**src/rtl/bxs_pkg.sv**
```systemverilog
// Package for the branch cross-reference scanner: codes, opcode constants and
// the structs passed between the scanner's modules. Depends on nothing.
package bxs_pkg;

	// Configuration register indexes and port widths.
	localparam int CFG_INDEX_W = 2;
	localparam int CFG_DATA_W  = 64;
	localparam logic [CFG_INDEX_W-1:0] REG_ARCH_MODE    = 2'd0;
	localparam logic [CFG_INDEX_W-1:0] REG_BASE_ADDRESS = 2'd1;
	localparam logic [CFG_INDEX_W-1:0] REG_STORE_CAP    = 2'd2;

	// Architecture modes.
	localparam logic [1:0] MODE_X86   = 2'd0;
	localparam logic [1:0] MODE_ARM64 = 2'd1;
	localparam logic [1:0] MODE_ARM   = 2'd2;
	localparam logic [1:0] MODE_NONE  = 2'd3;

	// Pending x86 branch kinds.
	localparam logic [1:0] PEND_NONE = 2'd0;
	localparam logic [1:0] PEND_CALL = 2'd1;
	localparam logic [1:0] PEND_JUMP = 2'd2;

	// Opcodes and masks.
	localparam logic [7:0]  OPC_X86_CALL = 8'hE8;
	localparam logic [7:0]  OPC_X86_JMP  = 8'hE9;
	localparam logic [31:0] A64_OP_MASK  = 32'hFC00_0000;
	localparam logic [31:0] A64_OP_BL    = 32'h9400_0000;
	localparam logic [31:0] A64_OP_B     = 32'h1400_0000;
	localparam logic [31:0] A64_IMM_MASK = 32'h03FF_FFFF;
	localparam logic [31:0] A32_OP_MASK  = 32'hFF00_0000;
	localparam logic [31:0] A32_OP_BL    = 32'hEB00_0000;
	localparam logic [31:0] A32_OP_B     = 32'hEA00_0000;
	localparam logic [31:0] A32_IMM_MASK = 32'h00FF_FFFF;

	localparam logic [31:0] CNT_MAX       = 32'hFFFF_FFFF;
	localparam logic [31:0] CAP_RESET     = 32'hFFFF_FFFF;
	localparam logic [63:0] X86_NEXT_INSN = 64'd5;
	localparam logic [63:0] A32_PC_AHEAD  = 64'd8;

	typedef struct packed {
		logic [1:0]  arch_mode;
		logic [63:0] base_address;
		logic [31:0] store_cap;
	} cfg_t;

	// A decoded byte: whether it completed a branch, and the parts of its target.
	typedef struct packed {
		logic        valid;
		logic        cand;
		logic        jump;
		logic        last;
		logic [63:0] from;
		logic [63:0] addend;
	} cand_t;

	typedef struct packed {
		logic        is_end;
		logic [63:0] from_address;
		logic [63:0] to_address;
		logic        is_jump;
		logic        is_stored;
		logic [31:0] found_count;
	} rec_t;

	// Up to two records written into the output queue in one cycle.
	typedef struct packed {
		logic wr0;
		logic wr1;
		rec_t rec0;
		rec_t rec1;
	} push_t;

endpackage

```
**src/rtl/bxs_if.sv**
```systemverilog
// Valid/ready channel interfaces for the scanner's byte input and record output.
// Self-contained; no package needed.
interface bxs_in_if;
	logic       valid;
	logic       ready;
	logic [7:0] code_byte;
	logic       last_byte;

	modport source (output valid, output code_byte, output last_byte, input ready);
	modport sink (input valid, input code_byte, input last_byte, output ready);
endinterface

interface bxs_out_if;
	logic        valid;
	logic        ready;
	logic        is_end;
	logic [63:0] from_address;
	logic [63:0] to_address;
	logic        is_jump;
	logic        is_stored;
	logic [31:0] found_count;

	modport source (output valid, output is_end, output from_address, output to_address,
		output is_jump, output is_stored, output found_count, input ready);
	modport sink (input valid, input is_end, input from_address, input to_address,
		input is_jump, input is_stored, input found_count, output ready);
endinterface

```
**src/rtl/bxs_decode.sv**
```systemverilog
// First stage of the scanner: byte offset, instruction assembly and opcode decode.
// Depends on bxs_pkg.
module bxs_decode import bxs_pkg::*; (
	input  logic       clk,
	input  logic       arst_n,
	input  cfg_t       cfg,
	input  logic       mode_wr,
	input  logic       accept,
	input  logic [7:0] code_byte,
	input  logic       last_byte,
	output cand_t      cand_s1
);

	logic [63:0] offset_q, offset_n;
	logic [23:0] ob_q, ob_n, ob_ins;
	logic [1:0]  bc_q, bc_n;
	logic [1:0]  pend_q, pend_n;
	logic [63:0] from_q, from_n;

	logic [63:0] here, cur_from;
	logic [31:0] word, op;
	cand_t       c;

	assign here = cfg.base_address + offset_q;
	assign word = {code_byte, ob_q};
	assign cur_from = (bc_q == 2'd0) ? here : from_q;

	always_comb begin
		case (bc_q)
			2'd0:    ob_ins = {ob_q[23:8], code_byte};
			2'd1:    ob_ins = {ob_q[23:16], code_byte, ob_q[7:0]};
			2'd2:    ob_ins = {code_byte, ob_q[15:0]};
			default: ob_ins = ob_q;
		endcase
	end

	always_comb begin
		offset_n = offset_q + 64'd1;
		ob_n     = ob_q;
		bc_n     = bc_q;
		pend_n   = pend_q;
		from_n   = from_q;
		op       = '0;
		c        = '0;
		c.valid  = 1'b1;
		c.last   = last_byte;
		c.from   = from_q;

		unique case (cfg.arch_mode) inside
			MODE_X86: begin
				if (pend_q != PEND_NONE) begin
					if (bc_q == 2'd3) begin
						c.cand   = 1'b1;
						c.jump   = (pend_q == PEND_JUMP);
						c.addend = {{32{word[31]}}, word} + X86_NEXT_INSN;
						ob_n     = '0;
						bc_n     = '0;
						pend_n   = PEND_NONE;
						from_n   = '0;
					end else begin
						ob_n = ob_ins;
						bc_n = bc_q + 2'd1;
					end
				end else if (code_byte == OPC_X86_CALL || code_byte == OPC_X86_JMP) begin
					pend_n = (code_byte == OPC_X86_JMP) ? PEND_JUMP : PEND_CALL;
					from_n = here;
					ob_n   = '0;
					bc_n   = '0;
				end
			end
			MODE_ARM64, MODE_ARM: begin
				if (bc_q == 2'd3) begin
					c.from = cur_from;
					if (cfg.arch_mode == MODE_ARM64) begin
						op       = word & A64_OP_MASK;
						c.cand   = (op == A64_OP_BL) || (op == A64_OP_B);
						c.jump   = (op == A64_OP_B);
						c.addend = {{36{word[25]}}, word[25:0], 2'b00};
					end else begin
						op       = word & A32_OP_MASK;
						c.cand   = (op == A32_OP_BL) || (op == A32_OP_B);
						c.jump   = (op == A32_OP_B);
						c.addend = {{38{word[23]}}, word[23:0], 2'b00} + A32_PC_AHEAD;
					end
					ob_n   = '0;
					bc_n   = '0;
					pend_n = PEND_NONE;
					from_n = '0;
				end else begin
					ob_n   = ob_ins;
					bc_n   = bc_q + 2'd1;
					from_n = cur_from;
				end
			end
			default: begin
			end
		endcase

		// The end of an image restarts offset and assembly for the next one.
		if (last_byte) begin
			offset_n = '0;
			ob_n     = '0;
			bc_n     = '0;
			pend_n   = PEND_NONE;
			from_n   = '0;
		end
	end

	always_ff @(posedge clk or negedge arst_n) begin
		if (!arst_n) begin
			offset_q <= '0;
			ob_q     <= '0;
			bc_q     <= '0;
			pend_q   <= PEND_NONE;
			from_q   <= '0;
			cand_s1  <= '0;
		end else begin
			cand_s1 <= accept ? c : '0;
			if (accept) begin
				offset_q <= offset_n;
				ob_q     <= ob_n;
				bc_q     <= bc_n;
				pend_q   <= pend_n;
				from_q   <= from_n;
			end else if (mode_wr) begin
				ob_q   <= '0;
				bc_q   <= '0;
				pend_q <= PEND_NONE;
				from_q <= '0;
			end
		end
	end

endmodule

```
**src/rtl/bxs_resolve.sv**
```systemverilog
// Second stage: target addition, zero-target filter, saturating count
// and the records written into the output queue. Depends on bxs_pkg.
module bxs_resolve import bxs_pkg::*; (
	input  logic        clk,
	input  logic        arst_n,
	input  cand_t       cand_s1,
	input  logic [31:0] store_cap,
	output logic        busy_s2,
	output push_t       push
);

	logic        valid_s2, cand_s2, jump_s2, last_s2;
	logic [63:0] from_s2, to_s2;
	logic [31:0] total_q;

	logic        is_ref, sat, stored;
	logic [31:0] count_ref, count_after;
	rec_t        rec_ref, rec_end;

	always_ff @(posedge clk or negedge arst_n) begin
		if (!arst_n) begin
			valid_s2 <= 1'b0;
			total_q  <= '0;
		end else begin
			valid_s2 <= cand_s1.valid;
			if (valid_s2) begin
				total_q <= last_s2 ? '0 : count_after;
			end
		end
	end

	always_ff @(posedge clk) begin
		cand_s2 <= cand_s1.cand;
		jump_s2 <= cand_s1.jump;
		last_s2 <= cand_s1.last;
		from_s2 <= cand_s1.from;
		to_s2   <= cand_s1.from + cand_s1.addend;
	end

	assign busy_s2 = valid_s2;

	// A zero target is dropped; a saturated total is never flagged stored.
	assign is_ref      = cand_s2 && (to_s2 != 64'd0);
	assign sat         = (total_q == CNT_MAX);
	assign count_ref   = sat ? total_q : total_q + 32'd1;
	assign stored      = !sat && (total_q < store_cap);
	assign count_after = is_ref ? count_ref : total_q;

	always_comb begin
		rec_ref              = '0;
		rec_ref.from_address = from_s2;
		rec_ref.to_address   = to_s2;
		rec_ref.is_jump      = jump_s2;
		rec_ref.is_stored    = stored;
		rec_ref.found_count  = count_ref;
		rec_end              = '0;
		rec_end.is_end       = 1'b1;
		rec_end.found_count  = count_after;

		push.wr0  = valid_s2 && (is_ref || last_s2);
		push.rec0 = is_ref ? rec_ref : rec_end;
		push.wr1  = valid_s2 && is_ref && last_s2;
		push.rec1 = rec_end;
	end

endmodule

```
**src/rtl/bxs_out_fifo.sv**
```systemverilog
// Output record queue that takes up to two records a cycle and gives one.
// Depends on bxs_pkg.
module bxs_out_fifo import bxs_pkg::*; #(
	parameter int DEPTH = 8
) (
	input  logic                       clk,
	input  logic                       arst_n,
	input  push_t                      push,
	input  logic                       pop,
	output rec_t                       head,
	output logic                       not_empty,
	output logic [$clog2(DEPTH+1)-1:0] level
);

	localparam int PTR_W   = $clog2(DEPTH);
	localparam int LEVEL_W = $clog2(DEPTH + 1);

	rec_t             mem [DEPTH];
	logic [PTR_W-1:0] wr_q, rd_q, wr_next;
	logic [LEVEL_W-1:0] level_q;

	function automatic logic [PTR_W-1:0] ptr_inc(input logic [PTR_W-1:0] p);
		return (p == PTR_W'(DEPTH - 1)) ? '0 : p + 1'b1;
	endfunction

	assign wr_next   = ptr_inc(wr_q);
	assign head      = mem[rd_q];
	assign not_empty = (level_q != '0);
	assign level     = level_q;

	always_ff @(posedge clk) begin
		if (push.wr0) begin
			mem[wr_q] <= push.rec0;
		end
		if (push.wr1) begin
			mem[wr_next] <= push.rec1;
		end
	end

	always_ff @(posedge clk or negedge arst_n) begin
		if (!arst_n) begin
			wr_q    <= '0;
			rd_q    <= '0;
			level_q <= '0;
		end else begin
			if (push.wr1) begin
				wr_q <= ptr_inc(wr_next);
			end else if (push.wr0) begin
				wr_q <= wr_next;
			end
			if (pop) begin
				rd_q <= ptr_inc(rd_q);
			end
			level_q <= level_q + LEVEL_W'(push.wr0) + LEVEL_W'(push.wr1) - LEVEL_W'(pop);
		end
	end

endmodule

```
**src/rtl/branch_xref_scanner_unit.sv**
```systemverilog
// Branch cross-reference scanner: finds direct calls and jumps in a byte stream.
// A record passes the decode and resolve registers before it is written into the queue.
// Throughput: one byte a cycle; ready falls only when the record queue level plus two
// records for the offered byte and for each byte in the two stages would pass FIFO_DEPTH.
// Reset (arst_n, asynchronous): registers to reset values, scan state cleared, queue empty.
// Depends on bxs_pkg, bxs_if, bxs_decode, bxs_resolve and bxs_out_fifo.
module branch_xref_scanner_unit import bxs_pkg::*; #(
	parameter int FIFO_DEPTH = 8
) (
	input  logic                   clk,
	input  logic                   arst_n,
	input  logic                   cfg_we,
	input  logic [CFG_INDEX_W-1:0] cfg_index,
	input  logic [CFG_DATA_W-1:0]  cfg_data,
	bxs_in_if.sink                 in_ch,
	bxs_out_if.source              out_ch
);

	localparam int LEVEL_W = $clog2(FIFO_DEPTH + 1);
	localparam int RES_W   = LEVEL_W + 2;

	// The configuration registers. Writing the mode also drops any half-built instruction
	// unless a byte is accepted in the same cycle; the decode stage sees it on mode_wr.
	cfg_t  cfg_q;
	logic  mode_wr;

	// Pipeline signals between the stages and the queue.
	cand_t              cand_s1;
	logic               busy_s2;
	push_t              push;
	rec_t               head;
	logic               not_empty;
	logic [LEVEL_W-1:0] fifo_level;
	logic [RES_W-1:0]   reserved;
	logic               in_accept;
	logic               out_pop;

	assign mode_wr = cfg_we && (cfg_index == REG_ARCH_MODE);

	always_ff @(posedge clk or negedge arst_n) begin
		if (!arst_n) begin
			cfg_q.arch_mode    <= MODE_X86;
			cfg_q.base_address <= '0;
			cfg_q.store_cap    <= CAP_RESET;
		end else if (cfg_we) begin
			unique case (cfg_index)
				REG_ARCH_MODE:    cfg_q.arch_mode    <= cfg_data[1:0];
				REG_BASE_ADDRESS: cfg_q.base_address <= cfg_data;
				REG_STORE_CAP:    cfg_q.store_cap    <= cfg_data[31:0];
				default: begin
				end
			endcase
		end
	end

	// Every byte may leave two records (a reference and the end record), so each
	// byte still in the stages holds two places of the queue. The pipeline itself
	// never stalls; this reservation is the only flow control on the input.
	assign reserved = RES_W'(fifo_level)
		+ (cand_s1.valid ? RES_W'(2) : RES_W'(0))
		+ (busy_s2 ? RES_W'(2) : RES_W'(0));
	assign in_ch.ready = (reserved <= RES_W'(FIFO_DEPTH - 2));
	assign in_accept   = in_ch.valid && in_ch.ready;

	bxs_decode u_decode (
		.clk       (clk),
		.arst_n    (arst_n),
		.cfg       (cfg_q),
		.mode_wr   (mode_wr),
		.accept    (in_accept),
		.code_byte (in_ch.code_byte),
		.last_byte (in_ch.last_byte),
		.cand_s1   (cand_s1)
	);

	bxs_resolve u_resolve (
		.clk       (clk),
		.arst_n    (arst_n),
		.cand_s1   (cand_s1),
		.store_cap (cfg_q.store_cap),
		.busy_s2   (busy_s2),
		.push      (push)
	);

	bxs_out_fifo #(
		.DEPTH (FIFO_DEPTH)
	) u_out_fifo (
		.clk       (clk),
		.arst_n    (arst_n),
		.push      (push),
		.pop       (out_pop),
		.head      (head),
		.not_empty (not_empty),
		.level     (fifo_level)
	);

	// The queue head drives the output channel directly; a transfer pops it.
	assign out_ch.valid        = not_empty;
	assign out_ch.is_end       = head.is_end;
	assign out_ch.from_address = head.from_address;
	assign out_ch.to_address   = head.to_address;
	assign out_ch.is_jump      = head.is_jump;
	assign out_ch.is_stored    = head.is_stored;
	assign out_ch.found_count  = head.found_count;
	assign out_pop             = out_ch.valid && out_ch.ready;

`ifndef SYNTH
	// The input reservation must keep the queue from ever overflowing.
	a_queue_room: assert property (@(posedge clk) disable iff (!arst_n)
		(int'(fifo_level) + int'(push.wr0) + int'(push.wr1)) <= FIFO_DEPTH)
		else $error("record queue overflow");

	// The final byte of an image always gives an end record once it has passed both stage registers.
	a_end_record: assert property (@(posedge clk) disable iff (!arst_n)
		(in_accept && in_ch.last_byte) |-> ##2
		(push.wr0 && (push.rec0.is_end || (push.wr1 && push.rec1.is_end))))
		else $error("end record missing after last byte");

	// A second record in one cycle is only an end record following a reference.
	a_pair_order: assert property (@(posedge clk) disable iff (!arst_n)
		push.wr1 |-> (push.wr0 && !push.rec0.is_end && push.rec1.is_end))
		else $error("bad record pair order");
`endif

endmodule

```
**src/flat_wrapper.sv**
```systemverilog
// flat-port wrapper written by rule: the top's interface ports become plain ports
module branch_xref_scanner_unit_flat import bxs_pkg::*;
#(
	parameter int FIFO_DEPTH = 8
)
  (clk, arst_n, cfg_we, cfg_index, cfg_data, in_ch_valid, in_ch_code_byte, in_ch_last_byte, in_ch_ready, out_ch_valid, out_ch_is_end, out_ch_from_address, out_ch_to_address, out_ch_is_jump, out_ch_is_stored, out_ch_found_count, out_ch_ready);
  bxs_in_if in_ch_i ();
  bxs_out_if out_ch_i ();
  input  logic clk;
  input  logic arst_n;
  input  logic cfg_we;
  input  logic [CFG_INDEX_W-1:0] cfg_index;
  input  logic [CFG_DATA_W-1:0] cfg_data;
  input wire logic [$bits(in_ch_i.valid)-1:0] in_ch_valid;
  input wire logic [$bits(in_ch_i.code_byte)-1:0] in_ch_code_byte;
  input wire logic [$bits(in_ch_i.last_byte)-1:0] in_ch_last_byte;
  output wire logic [$bits(in_ch_i.ready)-1:0] in_ch_ready;
  output wire logic [$bits(out_ch_i.valid)-1:0] out_ch_valid;
  output wire logic [$bits(out_ch_i.is_end)-1:0] out_ch_is_end;
  output wire logic [$bits(out_ch_i.from_address)-1:0] out_ch_from_address;
  output wire logic [$bits(out_ch_i.to_address)-1:0] out_ch_to_address;
  output wire logic [$bits(out_ch_i.is_jump)-1:0] out_ch_is_jump;
  output wire logic [$bits(out_ch_i.is_stored)-1:0] out_ch_is_stored;
  output wire logic [$bits(out_ch_i.found_count)-1:0] out_ch_found_count;
  input wire logic [$bits(out_ch_i.ready)-1:0] out_ch_ready;
  assign in_ch_i.valid = in_ch_valid;
  assign in_ch_i.code_byte = in_ch_code_byte;
  assign in_ch_i.last_byte = in_ch_last_byte;
  assign in_ch_ready = in_ch_i.ready;
  assign out_ch_valid = out_ch_i.valid;
  assign out_ch_is_end = out_ch_i.is_end;
  assign out_ch_from_address = out_ch_i.from_address;
  assign out_ch_to_address = out_ch_i.to_address;
  assign out_ch_is_jump = out_ch_i.is_jump;
  assign out_ch_is_stored = out_ch_i.is_stored;
  assign out_ch_found_count = out_ch_i.found_count;
  assign out_ch_i.ready = out_ch_ready;
  branch_xref_scanner_unit #(.FIFO_DEPTH(FIFO_DEPTH)) u_core (.clk(clk), .arst_n(arst_n), .cfg_we(cfg_we), .cfg_index(cfg_index), .cfg_data(cfg_data), .in_ch(in_ch_i), .out_ch(out_ch_i));
endmodule
```
**config.mk**
```make
export PLATFORM = sky130hd
export DESIGN_NAME = branch_xref_scanner_unit_flat
export DESIGN_NICKNAME = d
export VERILOG_FILES = /design/src/rtl/bxs_pkg.sv /design/src/rtl/bxs_if.sv /design/src/rtl/bxs_decode.sv /design/src/rtl/bxs_resolve.sv /design/src/rtl/bxs_out_fifo.sv /design/src/rtl/branch_xref_scanner_unit.sv /design/src/flat_wrapper.sv
export SDC_FILE = /design/constraint.sdc
export NUM_CORES = 2
export LEC_CHECK = 0
export ABC_CLOCK_PERIOD_IN_PS = 4500
export BUFFER_PORTS_ARGS = -buffer_cell sky130_fd_sc_hd__buf_2
export CAP_MARGIN = 20
export CELL_PAD_IN_SITES_DETAIL_PLACEMENT = 1
export CELL_PAD_IN_SITES_GLOBAL_PLACEMENT = 1
export CORE_AREA = 2 2 452 454
export CTS_CLUSTER_DIAMETER = 100
export DETAILED_ROUTE_END_ITERATION = 10
export DIE_AREA = 0 0 454 456
export HOLD_SLACK_MARGIN = 0.08
export PLACE_DENSITY = 0.73
export SLEW_MARGIN = 20
export SYNTH_ARGS = -nofsm -noshare
export SYNTH_HDL_FRONTEND = slang
export SYNTH_SLANG_ARGS = --single-unit
```
**constraint.sdc**
```tcl
create_clock -name clk -period 4.5 [get_ports clk]
set_clock_uncertainty 0.05 [all_clocks]
set_input_delay 0.225 -clock clk [delete_from_list [all_inputs] [get_ports clk]]
set_output_delay 0.225 -clock clk [all_outputs]
set_load 0.005 [all_outputs]
```
======== Yosys cells after proc, flatten, opt, wreduce, memory -nomap -nowiden ========
Memory sizes are Yosys's and may differ from the RTL's.
Cells that the tools add are included.
cells by class
  $add $sub $neg .......................... 15
  order comparisons ....................... 2
  eq/ne operators ......................... 21
  muxes and demuxes ....................... 59
  reductions and logical operators ........ 27
operators with widths
  cell                                                              count
  64-bit 2-to-1 mux                                                 13
  64-bit case mux with 2 select lines                               2
  163-bit 2-to-1 mux                                                1
  24-bit 2-to-1 mux                                                 6
  132-bit 2-to-1 mux                                                1
  64-bit adder                                                      2
  128-bit 2-to-1 mux                                                1
  32-bit 2-to-1 mux                                                 3
  24-bit case mux with 3 select lines                               1
  64-bit by 1-bit adder with 64-bit output (second input constant)  1
  64-bit nonzero test                                               1
  24-bit case mux with 2 select lines                               1
  2-bit 2-to-1 mux                                                  18
  32-bit by 4-bit adder with 33-bit output (second input constant)  1
  32-bit by 1-bit adder with 32-bit output (second input constant)  1
  32-bit equality test (second input constant)                      1
  8-bit equality test (second input constant)                       4
  32-bit < comparator                                               1
  26-bit by 5-bit adder with 27-bit output (second input constant)  1
  3-bit 2-to-1 mux                                                  5
  2-bit case mux with 2 select lines                                3
  2-bit equality test (second input constant)                       5
  3-bit by 1-bit adder with 3-bit output (second input constant)    3
  3-bit equality test (second input constant)                       3
  23 further kinds                                                  45
word-level totals
  register bits after elaboration ......... 560
  bits in writable memories ............... 1304
  input bits .............................. 80
  output and inout port bits .............. 165
  logic and storage cells ................. 149
  memories kept ........................... 1
memories
  memory                 depth  width  rd ports  clocked after Yosys merged registers in  write ports  line                source
  u_core.u_out_fifo.mem  8      163    1         0                                        2            bxs_out_fifo.sv:18  rec_t mem [DEPTH];

======== Longest topological paths before layout ========
  depth after elaboration ................. 7
  depth in mapped cells ................... 16
  mapped depth without buffers ............ 14

======== By module ========
From an unflattened synthesis, not the netlist that was laid out.
second synthesis, totals
  cells, all modules ...................... 7250
  area, all modules ....................... 97100.6 µm²
by module, submodules not included
  module                    times used  cells each  area each (µm²)  seq. area each (µm²)
  bxs_out_fifo              1           3766        65175.0          39407.8
  bxs_decode                1           1837        16099.2          6431.2
  bxs_resolve               1           1425        11763.8          3448.3
  branch_xref_scanner_unit  1           222         4062.6           2492.4

======== Worst setup path after synthesis ========
Ideal clock, no wire load.
  kind .................................... register to register
  start ................................... reg u_core.u_out_fifo.level_q[1] (netlist: u_core.u_out_fifo.level[1])
  end ..................................... reg u_core.u_decode.ob_q[4]
  setup time .............................. 0.066 ns
  data arrival time ....................... 3.564 ns
  data required time ...................... 4.384 ns
  setup slack ............................. 0.819 ns
  cell stages (with the launch flop) ...... 15
  path buffers ............................ 2
  period minus slack after synthesis ...... 3.681 ns
  path through ............................ dfrtp_1 fa_1 ha_1 inv_1 ha_1 nor4bb_1 mux2_2 nand2_1 buf_2 nor2_1 a21o_1 nor4_1 and2_0 clkbuf_1 a22o_1
on the way
  cells in the longest elaborated chain, start to end .. 6
  elaborated cells on any way between the ends .. 9
  those cells by class .................... add/sub (2); order compare (1); eq/ne (2); mux (1); reduce/logical (3)
RTL lines
  element                                                                                  line                            source
  from (decl)                                                                              bxs_out_fifo.sv:20              logic [LEVEL_W-1:0] level_q;
  from (signal assigned)                                                                   bxs_out_fifo.sv:54              level_q <= level_q + LEVEL_W'(push.wr0) + LEVEL_W'(push.wr1) - LEVEL_W'(pop);
  4-bit by 6-bit adder with 6-bit output (*)                                               branch_xref_scanner_unit.sv:60  + (cand_s1.valid ? RES_W'(2) : RES_W'(0))
  6-bit adder (*)                                                                          branch_xref_scanner_unit.sv:61  + (busy_s2 ? RES_W'(2) : RES_W'(0));
  6-bit by 3-bit less-or-equal comparator with 1-bit output (*)                            branch_xref_scanner_unit.sv:62  assign in_ch.ready = (reserved <= RES_W'(FIFO_DEPTH - 2));
  via in_ch_ready                                                                          flat_wrapper.sv:17              output wire logic [$bits(in_ch_i.ready)-1:0] in_ch_ready;
  1-bit logical AND (*)                                                                    branch_xref_scanner_unit.sv:63  assign in_accept = in_ch.valid && in_ch.ready;
  5-bit by 3-bit != test with 1-bit output (no source line), or another cell as far along  --
  3-bit AND reduction (no source line)                                                     --
  to (signal assigned)                                                                     bxs_decode.sv:121               ob_q <= ob_n;
  to (decl)                                                                                bxs_decode.sv:15                logic [23:0] ob_q, ob_n, ob_ins;
The timed path passes the listed nets; every way through them passes the cells marked *.
A chain may end at the register's enable or synchronous reset.

======== Worst setup path in the final report ========
  start ................................... reg u_core.u_decode.offset_q[0]
  end ..................................... reg, netlist name u_core.u_decode.cand_s1[120]
on the way
  cells in the longest elaborated chain, start to end .. 5
RTL lines
  element                 line               source
  from (decl)             bxs_decode.sv:14   logic [63:0] offset_q, offset_n;
  from (signal assigned)  bxs_decode.sv:120  offset_q <= offset_n;
  64-bit adder            bxs_decode.sv:24   assign here = cfg.base_address + offset_q;
  64-bit 2-to-1 mux       bxs_decode.sv:26   assign cur_from = (bc_q == 2'd0) ? here : from_q;
  128-bit 2-to-1 mux      bxs_decode.sv:72   if (bc_q == 2'd3) begin
  64-bit 2-to-1 mux       bxs_decode.sv:49   unique case (cfg.arch_mode) inside
  132-bit 2-to-1 mux      bxs_decode.sv:118  cand_s1 <= accept ? c : '0;
Every way passes these cells.

==> run metrics <==
status=complete, no violations; area share of and/or/nand/nor cells after synthesis=13.6%; Post-CTS Hold Buffers=151; Worst path slowest cell=o211ai_1; routed vias=63,600; Placer Congestion=0.900; FFs w/ async S/R, synth=roughly 22%; die area=207,000 sq um; Pre-antenna DRT Iters=5; root buf cell=clkbuf_16; number of flops mapped to enable cells by yosys=256; RSZ-0062 raised after global routing=false; syn_nets=8,318; CP Cell Sequence=ha_1 > inv_1 > fa_1 > nand2b_1 > a21oi_2 > a2111oi_0 > o21ai_1 > a32oi_1 > a31oi_1 > a21oi_1 > o221ai_1 > o211ai_1; maximum VDD drop=0.483 mV; Yosys cell types=just over 100; grt ovf=0; HP Class=input pin to flip-flop; Setup Viol. Count Final=0; top cell type's share of synthesized area=around 30%; power per cell area=around 460 nW/um^2; Routed WL=275 mm; Rows=165; endpoint type of the worst setup path=flip-flop; r2r setup slk=0.36 ns; final core occ=a little under half; Compound-Gate Fraction of Synth Area=between 10% and 20%; Fmax=0.242 GHz; first-pass GRT wire length=419 mm; Die X=454 um; largest net degree at the start of global routing=138; Worst R2R End=u_core.u_decode.cand_s1[120]; 1st-iter DRT viols=4,705; top cells by count, synth=nand2_1, dfxtp_1, nor2_1; Post-Syn Instances=8,049; Max FO, Critical Path=5; clock latency at the later pin of the worst-skew pair=roughly 0.88 ns; Max-slew headroom=22.5%; FF+latch area=41,300 sq um; Final Critical Period=between 4 and 5 ns; Clk pin slew, worst setup/hold paths=0.06 ns; Die Ht=456 um; worst flop-to-flop path startpoint=u_core.u_decode.offset_q[0]; post-route ant nets=0; Syn Area/Cell=10.0 sq um; area grow syn2layout=15.9%; CP bufs+invs=1; CTS tree=done; Num CTS Buffers=194; crit path kind=flip-flop to flip-flop; Fillers=22,100; Startpoint Class=flip-flop; gr usage total=roughly a quarter; Core ar.=202,000 sq um; top-count cell post-synth=nand2_1; top-level I/O count=245; vias per cell=about 5.7; synthesized-area fraction occupied by adder cells=2.98%; Synth area leaders=dfxtp_1, dfrtp_1, edfxtp_1, mux4_2, nand2_1; worst hold path endpoint=u_core.cfg_q[26]; vias in the first global route=between 60,000 and 70,000; Synth area leader=dfxtp_1; synth warn=0; number of antenna violations at the first check in global routing=8; share of layout cells above drive strength 1=16.8%; # Max-Cap Violations=0; post-synthesis cell area=slightly above 80,000 sq um; hpwl dp=177 mm; Hold Crit Start=cfg_data[26]; period utilization=91.9%; max incr delay on CP=0.54 ns; H-Tree Level Count=4; FF+latch count, synth=1,833; number of setup buffers added after CTS=0; number of buffers added on ports=244; DRC Markers=0; post-CTS sizing=0; Leak Pwr=36.4 nW; post-synthesis mux area share=12.8%; worst hold path depth=3; Worst Path Required=5.14 ns; Worst path top cell family by delay=compound AO/OA/AOI/OAI gates; sequential area share after synthesis=51.3%; worst reg-to-reg path cell count=12; Least-Margin Pin Slew=~1.2 ns; Clock Sink Count=between 1,500 and 2,000; Initial Util=between 30% and 40%; fin nets=between 8,000 and 9,000; most common flop cell mapped by yosys=dfxtp_1; max-slew violations=0; post-route setup TNS=0 ns; XOR/XNOR share of the synthesized area=under 10%; area of the multi-input gates=between 30,000 and 40,000 sq um; WP data arrival=approximately 4.8 ns; largest family of logic cells by synthesized area=simple AND/OR/NAND/NOR gates; Max clock buf depth=3; wire per inst=~25 um; Hold Violations, Final=0
layout make-up:
| type | count | area share [%] |
|---|---|---|
| Tap cell | 2672 | 3.58 |
| Antenna cell | 4 | 0.0107 |
| Clock buffer | 278 | 6.07 |
| Multi-Input combinational cell | 5526 | 39.3 |
| Timing Repair Buffer | 559 | 5.13 |
| Sequential cell | 1833 | 44.2 |
| Clock inverter | 79 | 1.09 |
| Inverter | 141 | 0.567 |
where the power goes:
group	switching [mW]	total [mW]	leakage, nW	internal, mW
Clock	7.02	16.7	3.27	9.68
Combinational	4.67	8.03	16.2	3.36
Sequential	0.918	18.2	16.9	17.3
Total	12.6	42.9	36.4	30.3
layout by cell type, fill, tap and decap left out, types with 31 or more instances in the layout:
master | Yosys | final
a21o_1 | 110 | 110
edfxtp_1 | 256 | 256
clkbuf_8 | 3 | 41
clkinv_2 | 0 | 31
dfstp_2 | 32 | 32
xor2_1 | 101 | 101
dlygate4sd3_1 | 0 | 150
and3_1 | 51 | 48
nand3_1 | 107 | 103
nor3_1 | 44 | 44
buf_12 | 0 | 64
o21ai_1 | 51 | 51
a22o_1 | 65 | 65
buf_2 | 70 | 243
dfxtp_1 | 1179 | 1179
buf_4 | 3 | 99
o21ai_0 | 850 | 850
mux2_2 | 262 | 262
ha_1 | 184 | 184
o22ai_1 | 36 | 36
xnor2_1 | 144 | 144
nor2_1 | 979 | 977
clkbuf_16 | 0 | 198
nand4_1 | 80 | 80
inv_1 | 136 | 136
mux4_2 | 326 | 326
a21oi_1 | 519 | 517
dfrtp_1 | 366 | 363
nand2_1 | 1215 | 1209
clkbuf_1 | 413 | 39
metrics by stage:
step | instances | hold slack (ns) | cell area (sq um) | worst slack, ns | power, mW
CTS | 11100 | 0.0840 | 93300 | 0.407 | 43.1
global placement | 10600 | 0.278 | 85100 | 0.379 | 26.2
floorplan | 8049 | -0.121 | 80500 | 0.819 | 23.4
global route | 11100 | 0.125 | 93300 | 0.175 | 44.4
detailed placement | 10600 | 0.279 | 85100 | 0.431 | 26.3
finish | 11100 | 0.147 | 93300 | 0.363 | 42.9
sequential cells by signal, indices dropped and copies added (netlist names):
register,count
u_core.u_out_fifo.wr_q,3
u_core.u_out_fifo.level,4
u_core.u_resolve.to_s2,64
u_core.u_decode.pend_q,2
u_core.u_decode.offset_q,64
u_core.u_out_fifo.mem,1304
u_core.u_decode.ob_q,24
u_core.u_out_fifo.rd_q,3
u_core.u_resolve.jump_s2,1
u_core.u_resolve.busy_s2,1
u_core.u_decode.bc_q,2
u_core.u_resolve.last_s2,1
u_core.u_decode.cand_s1,101
u_core.u_resolve.total_q,32
u_core.u_resolve.cand_s2,1
u_core.u_resolve.from_s2,64
u_core.cfg_q,98
u_core.u_decode.from_q,64
layer usage:
layer / global-route usage (%) / up-vias / part of all wire (%)
li1: - / 28600 / -
met2: 43.4 / 1752 / 48
met3: 3.65 / 454 / 5.1
met5: 0 / - / 0.0044
met1: 34.9 / 32800 / 43
met4: 9.68 / 2 / 3.7
worst reg2reg max path, delay by kind of cell, from the launching register on:
kind                     cells  cell delay [ns]
AND/OR/NAND/NOR              1             0.16
buffers and inverters        1             0.09
flip-flops                   1             0.42
adder cells (fa/ha/maj)      2             0.46
AO/OA/AOI/OAI                8             2.78
logic make-up (layout without fill, tap and decap cells):
logic type               count (synthesis)  after routing
AO/OA/AOI/OAI                         1852           1852
XOR/XNOR                               248            248
adder cells (fa/ha/maj)                189            189
buffers and inverters                  690           1057
flip-flops                            1833           1833
multiplexers                           592            592
other                                    0              4
AND/OR/NAND/NOR                       2645           2645
worst max path at each step:
stage	from	end	slack, ns	cells after the start
floorplan	u_core.u_out_fifo.level[1]	u_core.u_decode.ob_q[4]	0.82	14
global placement	u_core.u_out_fifo.level[1]	u_core.u_decode.from_q[62]	0.38	14
detailed placement	u_core.u_out_fifo.level[1]	u_core.u_decode.from_q[62]	0.43	14
CTS	u_core.u_out_fifo.level[1]	u_core.u_decode.from_q[18]	0.41	13
global route	u_core.u_decode.offset_q[1]	u_core.u_decode.cand_s1[127]	0.18	11
finish	u_core.u_decode.offset_q[0]	u_core.u_decode.cand_s1[120]	0.36	12
No activity file was read; power rests on OpenSTA's default activity.
